$ cat src/rtl/core/bod_pkg.sv
// Shared command codes, status codes and controller-to-datapath command struct.
package bod_pkg;

    localparam logic [2:0] CMD_INS_HEAD = 3'd0;
    localparam logic [2:0] CMD_INS_TAIL = 3'd1;
    localparam logic [2:0] CMD_INS_ORD  = 3'd2;
    localparam logic [2:0] CMD_RM_HEAD  = 3'd3;
    localparam logic [2:0] CMD_RM_TAIL  = 3'd4;
    localparam logic [2:0] CMD_RM_VAL   = 3'd5;

    localparam logic [1:0] ST_OK       = 2'd0;
    localparam logic [1:0] ST_EMPTY    = 2'd1;
    localparam logic [1:0] ST_NOTFOUND = 2'd2;
    localparam logic [1:0] ST_FULL     = 2'd3;

    typedef struct packed {
        logic capture;
        logic compare;
        logic update;
    } ctl_t;

endpackage

$ cat src/rtl/core/bod_ctrl.sv
// Controller state machine sequencing capture, compare and update of each request.
module bod_ctrl
(
    input  logic          clk,
    input  logic          rst_n,
    input  logic          req_valid,
    output logic          req_stall,
    output logic          rsp_valid,
    input  logic          rsp_stall,
    output bod_pkg::ctl_t ctl
);

    typedef enum logic [2:0] {
        S_IDLE = 3'b001,
        S_CMP  = 3'b010,
        S_UPD  = 3'b100
    } state_t;

    state_t state_reg;
    state_t state_next;
    logic   rsp_valid_reg;
    logic   rsp_valid_next;
    logic   out_free;
    logic   upd_fire;
    logic   take_req;

    assign out_free  = !rsp_valid_reg || !rsp_stall;
    assign upd_fire  = (state_reg == S_UPD) && out_free;
    assign req_stall = !((state_reg == S_IDLE) || upd_fire);
    assign take_req  = req_valid && !req_stall;
    assign rsp_valid = rsp_valid_reg;

    assign ctl.capture = take_req;
    assign ctl.compare = (state_reg == S_CMP);
    assign ctl.update  = upd_fire;

    always_comb
    begin
        state_next = state_reg;
        unique case (state_reg)
            S_IDLE:
            begin
                if (take_req)
                begin
                    state_next = S_CMP;
                end
            end
            S_CMP:
            begin
                state_next = S_UPD;
            end
            S_UPD:
            begin
                if (upd_fire)
                begin
                    state_next = take_req ? S_CMP : S_IDLE;
                end
            end
            default:
            begin
                state_next = S_IDLE;
            end
        endcase
    end

    always_comb
    begin
        if (upd_fire)
        begin
            rsp_valid_next = 1'b1;
        end
        else
        begin
            rsp_valid_next = rsp_valid_reg && rsp_stall;
        end
    end

    always_ff @(posedge clk or negedge rst_n)
    begin
        if (!rst_n)
        begin
            state_reg     <= S_IDLE;
            rsp_valid_reg <= 1'b0;
        end
        else
        begin
            state_reg     <= state_next;
            rsp_valid_reg <= rsp_valid_next;
        end
    end

endmodule

$ cat src/rtl/core/bod_datapath.sv
// Row of entry cells with parallel compare, shift update and result registers.
module bod_datapath
#(
    parameter int CAPACITY = 16
)
(
    input  logic               clk,
    input  logic               rst_n,
    input  bod_pkg::ctl_t      ctl,
    input  logic [2:0]         cmd,
    input  logic signed [31:0] value,
    output logic [1:0]         status,
    output logic signed [31:0] removed_value,
    output logic [4:0]         entry_count,
    output logic signed [31:0] head_value
);

    localparam int CW = $clog2(CAPACITY + 1);

    logic [2:0]         cmd_reg;
    logic signed [31:0] value_reg;
    logic signed [31:0] cell_reg [CAPACITY];
    logic signed [31:0] cell_next [CAPACITY];
    logic [CW-1:0]      count_reg;
    logic [CW-1:0]      count_next;
    logic [CAPACITY-1:0] hit_reg;
    logic [CAPACITY-1:0] hit_next;
    logic [CAPACITY-1:0] first_hit;
    logic [CAPACITY-1:0] at_or_after;
    logic signed [31:0] rm_word;
    logic               is_ins;
    logic               is_rm;
    logic               full;
    logic               empty;
    logic               found;
    logic               do_ins;
    logic               do_rm;
    logic [1:0]         status_next;
    logic [1:0]         status_reg;
    logic signed [31:0] removed_reg;
    logic [4:0]         entry_count_reg;
    logic signed [31:0] head_reg;

    always_comb
    begin
        logic in_use;
        logic at_count;
        logic at_last;
        for (int i = 0; i < CAPACITY; i++)
        begin
            in_use   = CW'(i) < count_reg;
            at_count = CW'(i) == count_reg;
            at_last  = CW'(i) == (count_reg - CW'(1));
            unique case (cmd_reg)
                bod_pkg::CMD_INS_HEAD: hit_next[i] = (i == 0);
                bod_pkg::CMD_INS_TAIL: hit_next[i] = at_count;
                bod_pkg::CMD_INS_ORD:
                    hit_next[i] = (in_use && (cell_reg[i] > value_reg)) || at_count;
                bod_pkg::CMD_RM_HEAD:  hit_next[i] = (i == 0);
                bod_pkg::CMD_RM_TAIL:  hit_next[i] = at_last;
                bod_pkg::CMD_RM_VAL:
                    hit_next[i] = in_use && (cell_reg[i] == value_reg);
                default:               hit_next[i] = 1'b0;
            endcase
        end
    end

    always_comb
    begin
        logic seen;
        seen = 1'b0;
        for (int i = 0; i < CAPACITY; i++)
        begin
            first_hit[i]   = hit_reg[i] && !seen;
            seen           = seen || hit_reg[i];
            at_or_after[i] = seen;
        end
    end

    always_comb
    begin
        rm_word = '0;
        for (int i = 0; i < CAPACITY; i++)
        begin
            rm_word = rm_word | (first_hit[i] ? cell_reg[i] : 32'sd0);
        end
    end

    assign is_ins = (cmd_reg == bod_pkg::CMD_INS_HEAD) || (cmd_reg == bod_pkg::CMD_INS_TAIL)
                 || (cmd_reg == bod_pkg::CMD_INS_ORD);
    assign is_rm  = (cmd_reg == bod_pkg::CMD_RM_HEAD) || (cmd_reg == bod_pkg::CMD_RM_TAIL)
                 || (cmd_reg == bod_pkg::CMD_RM_VAL);
    assign full   = count_reg == CW'(CAPACITY);
    assign empty  = count_reg == '0;
    assign found  = |hit_reg;
    assign do_ins = is_ins && !full;
    assign do_rm  = is_rm && !empty && found;

    always_comb
    begin
        priority if (is_ins && full)
        begin
            status_next = bod_pkg::ST_FULL;
        end
        else if (is_rm && empty)
        begin
            status_next = bod_pkg::ST_EMPTY;
        end
        else if (is_rm && !found)
        begin
            status_next = bod_pkg::ST_NOTFOUND;
        end
        else
        begin
            status_next = bod_pkg::ST_OK;
        end
    end

    always_comb
    begin
        for (int i = 0; i < CAPACITY; i++)
        begin
            cell_next[i] = cell_reg[i];
        end
        if (do_ins)
        begin
            if (at_or_after[0])
            begin
                cell_next[0] = value_reg;
            end
            for (int i = 1; i < CAPACITY; i++)
            begin
                if (at_or_after[i])
                begin
                    cell_next[i] = first_hit[i] ? value_reg : cell_reg[i-1];
                end
            end
        end
        else if (do_rm)
        begin
            for (int i = 0; i < CAPACITY - 1; i++)
            begin
                if (at_or_after[i])
                begin
                    cell_next[i] = cell_reg[i+1];
                end
            end
        end
    end

    always_comb
    begin
        count_next = count_reg;
        if (do_ins)
        begin
            count_next = count_reg + CW'(1);
        end
        else if (do_rm)
        begin
            count_next = count_reg - CW'(1);
        end
    end

    always_ff @(posedge clk)
    begin
        if (ctl.capture)
        begin
            cmd_reg   <= cmd;
            value_reg <= value;
        end
        if (ctl.compare)
        begin
            hit_reg <= hit_next;
        end
        if (ctl.update)
        begin
            for (int i = 0; i < CAPACITY; i++)
            begin
                cell_reg[i] <= cell_next[i];
            end
            status_reg      <= status_next;
            removed_reg     <= do_rm ? rm_word : 32'sd0;
            entry_count_reg <= 5'(count_next);
            head_reg        <= (count_next == '0) ? 32'sd0 : cell_next[0];
        end
    end

    always_ff @(posedge clk or negedge rst_n)
    begin
        if (!rst_n)
        begin
            count_reg <= '0;
        end
        else if (ctl.update)
        begin
            count_reg <= count_next;
        end
    end

    assign status        = status_reg;
    assign removed_value = removed_reg;
    assign entry_count   = entry_count_reg;
    assign head_value    = head_reg;

endmodule

$ cat src/rtl/core/bounded_ordered_deque.sv
// Bounded ordered deque: a row of entry cells compared in parallel and shifted in one step.
// Each request is captured, compared in parallel into hit registers, then applied by the
// shift update, which waits while a stalled result is held; a new request is accepted as
// the previous one updates; a waiting result does not block the next request's compare.
// Reset clears the entry count and handshake state; entry cells are not cleared.
module bounded_ordered_deque
#(
    parameter int CAPACITY = 16
)
(
    input  logic               clk,
    input  logic               rst_n,
    input  logic               req_valid,
    output logic               req_stall,
    input  logic [2:0]         cmd,
    input  logic signed [31:0] value,
    output logic               rsp_valid,
    input  logic               rsp_stall,
    output logic [1:0]         status,
    output logic signed [31:0] removed_value,
    output logic [4:0]         entry_count,
    output logic signed [31:0] head_value
);

    bod_pkg::ctl_t ctl;

    bod_ctrl u_ctrl
    (
        .clk       (clk),
        .rst_n     (rst_n),
        .req_valid (req_valid),
        .req_stall (req_stall),
        .rsp_valid (rsp_valid),
        .rsp_stall (rsp_stall),
        .ctl       (ctl)
    );

    bod_datapath #(.CAPACITY(CAPACITY)) u_datapath
    (
        .clk           (clk),
        .rst_n         (rst_n),
        .ctl           (ctl),
        .cmd           (cmd),
        .value         (value),
        .status        (status),
        .removed_value (removed_value),
        .entry_count   (entry_count),
        .head_value    (head_value)
    );

endmodule

$ cat config.mk
export PLATFORM = sky130hd
export DESIGN_NAME = bounded_ordered_deque
export DESIGN_NICKNAME = d
export VERILOG_FILES = /design/src/rtl/core/bod_pkg.sv /design/src/rtl/core/bod_ctrl.sv /design/src/rtl/core/bod_datapath.sv /design/src/rtl/core/bounded_ordered_deque.sv
export SDC_FILE = /design/constraint.sdc
export NUM_CORES = 2
export LEC_CHECK = 0
export ABC_CLOCK_PERIOD_IN_PS = 8400
export CAP_MARGIN = 15
export CORE_ASPECT_RATIO = 0.8
export CORE_MARGIN = 2
export CORE_UTILIZATION = 40
export CTS_CLUSTER_DIAMETER = 40
export DETAILED_ROUTE_END_ITERATION = 12
export DONT_BUFFER_PORTS = 1
export SETUP_SLACK_MARGIN = 0.4
export SYNTH_ARGS = -nofsm -noshare
export SYNTH_HDL_FRONTEND = slang
export SYNTH_SLANG_ARGS = --single-unit
$ cat constraint.sdc
create_clock -name clk -period 8.4 [get_ports clk]
set_input_delay 2.52 -clock clk [delete_from_list [all_inputs] [get_ports clk]]
set_output_delay 2.52 -clock clk [all_outputs]
set_load 0.01 [all_outputs]
==> reports/results.tsv <==
metric	value	unit
status	complete, no violations	
post-route ant nets	0	
commonest non-fill, non-tap cell in the layout	nand2_1	
Sw Ratio	38.7	%
Die W	381	um
CP Buf/Inv Count	0	
ranking of synthesized cells by area	edfxtp_1 (42%), ha_1 (14%), mux2i_1 (8.5%)	
Post-Syn Instances	4588	
total core area	113000	um^2
via count	39100	
Fin. Hold Viols	0	
layout cell share with drive strength beyond 1	8.40	%
Max-cap violations	0	
EDFF count, synth	634	
clock power share	34.7	%
Yosys warning count	0	
Comb power frac	32.1	%
final critical-path required period	5.51	ns
hpwl dp	120000	um
crit-path max FO	4	
Overall Global Routing Usage	28.1	%
first-pass detailed-route iteration total	10	
Hold Slack	0.549	ns
commonest cells after routing, fill and taps aside	nand2_1 (658), edfxtp_1 (634), o21ai_0 (560)	
register share of total power	33.2	%
Static Leakage	18.9	nW
hold_sp	u_ctrl.state_reg[0]	
routed length per placed instance	27.7	um
Die Y	306	um
worst vdd ir	0.000172	V
TritonCTS buffer count	115	
largest net degree at the start of global routing	248	
max reg flops	512	
antenna violations before repair	2	
first-pass GRT wire length	248000	um
Worst Hold Class	flip-flop to flip-flop	
most used cell, CP	nand2_1	
Reg-to-Reg End	u_datapath.cell_reg[1][71]	
CTS tree	yes	
Routed WL	169000	um
maximum clock rate	0.181	GHz
Die ar.	117000	um^2
RSZ-0062 raised after global routing	no	
DR vias/cell	6.40	
GP Congestion	0.940	
Worst Setup Path Type	input port to output pin	
reg2reg start	u_datapath.hit_reg[0]	
Critical Path AT	2.99	ns
Worst Setup Start Kind	input port	
grt total ovfl	0	
CTS Hold Bufs	0	
Slowest-stage cell, CP	nand2b_1	
async set-reset flop share out of synthesis	1.40	%
Clock Sink Count	643	
post-cts sizing count	0	
DRC viols	0	
critical path endpoint category	output pin	
leading area contributor after synthesis	edfxtp_1	
Util after Layout	45.4	%
max incr delay on CP	0.17	ns
Final Cycle Share	65.6	%
Mean Syn Cell Area	9.93	um^2
initial core utilization	40.4	%
Worst Tran Pin Value	1.32	ns
flops & latches, synth	643	
Data required, critical path	5.88	ns
final setup violating endpoints	0	
Pwr Total	0.0140	W
setup TNS	0	ns
Yosys top cell area share	41.8	%
relative slew slack	11.9	%
# rows	110	
DRT iter0 DRCs	5814	
WHS Endpoint	u_ctrl.state_reg[2]	
cell internal pwr	0.00858	W
Post-CTS Setup Bufs	0	
Max Root-Sink Buffers	3	
I/O Buffers	0	
mapped cell area	45500	um^2
syn_nets	5145	
CTS H-Tree Depth	3	
Clock Latency Late Sink	0.72	ns
Critical Path, Cell by Cell	nand2_1 > nand2_1 > mux2i_1 > nand2b_1	
post-layout net count	5051	
Root Driver	clkbuf_16	
area grow syn2layout	12.3	%
Seq/Total Area, Yosys	42.3	%
clock skew after layout	0.0219	ns
Top Ports	112	
Power Density	274	nW/um^2
Register-to-Register Path Depth	8	
ys flop type	edfxtp_1	
hold depth	1	
Filler Cells Inserted	10500	
Slew Limit Fails	0	
Clk pin slew, worst setup/hold paths	0.06	ns
vias in the first global route	36600	
Cell variety after synth	75	
crit-path leading delay family	simple AND/OR/NAND/NOR gates	
NetSw	0.00541	W
reg2reg setup slack	3.23	ns
-- synth_stat cells (all sizes together), types with 67 or more instances --
| library cell | instances |
|---|---|
| ha | 518 |
| nand4 | 97 |
| clkbuf | 241 |
| nand2 | 664 |
| inv | 70 |
| a21o | 72 |
| a221oi | 67 |
| nor2 | 220 |
| edfxtp | 634 |
| mux2i | 387 |
| a22oi | 97 |
| a21oi | 303 |
| o21ai | 568 |
-- power by group through the flow --
| stage | clock, W | combinational (W) | sequential [W] |
|---|---|---|---|
| after global routing | 0.00503 | 0.00490 | 0.00466 |
| after detailed placement | 0 | 0.00434 | 0.00467 |
| after floorplan | 0 | 0.00300 | 0.00436 |
| after CTS | 0.00489 | 0.00436 | 0.00461 |
| final | 0.00486 | 0.00448 | 0.00464 |
| after global placement | 0 | 0.00422 | 0.00466 |
-- cell families after synthesis --
| kind of cell | share of synthesized area [%] |
|---|---|
| AOI/OAI and AO/OA | 19.8 |
| xor gates and xnor gates | 0.212 |
| adders and majority gates | 14.2 |
| buffers and inverters | 3.24 |
| DFF | 42.3 |
| muxes | 8.55 |
| and+or+nand+nor | 11.6 |
-- worst max path at each step --
stage,startpoint,to,depth (start not counted)
after global placement,rsp_stall,req_stall,4
after floorplan,rsp_stall,u_datapath.cell_reg[1][128],5
final,rsp_stall,req_stall,4
after global routing,rsp_stall,req_stall,4
after CTS,rsp_stall,req_stall,4
after detailed placement,rsp_stall,req_stall,4
-- through the flow --
step,std cells,worst slack (ns),instance area (um^2)
after global routing,6105,2.81,51100
final,6106,2.89,51100
after global placement,5888,2.89,47100
after CTS,6104,2.89,51100
after detailed placement,5888,2.89,47100
after floorplan,4588,1.08,45500
-- per-layer routing --
metal	vias to the layer above	routed length, um	global-route usage (%)	part of all wire, %
met1	18900	75500	42.7	45
met2	2407	66600	37.9	39
met5	-	13	0	0.0077
li1	17500	-	-	-
met4	2	4790	8.02	2.8
met3	275	22400	8.16	13
-- worst reg2reg max path, stage by stage (launching register included) --
cell and delay (ns):
edfxtp_1 0.32, buf_4 0.55, or4_1 0.40, or3_1 0.46, o211a_4 1.01, buf_4 0.97, buf_4 0.96, nand2_1 0.19
o21ai_0 0.13
-- cell type report --
| type | instances | area, um^2 | share of cell area (%) |
|---|---|---|---|
| clock buffer | 120 | 2940 | 5.75 |
| multi-input combinational | 3572 | 25000 | 48.9 |
| antenna | 1 | 2.50 | 0.00489 |
| timing repair buffer | 92 | 736 | 1.44 |
| clock inverter | 96 | 1050 | 2.05 |
| inverter | 70 | 268 | 0.524 |
| sequential | 643 | 19300 | 37.7 |
| tap | 1512 | 1890 | 3.70 |
Power figures use the tool's default switching activity.
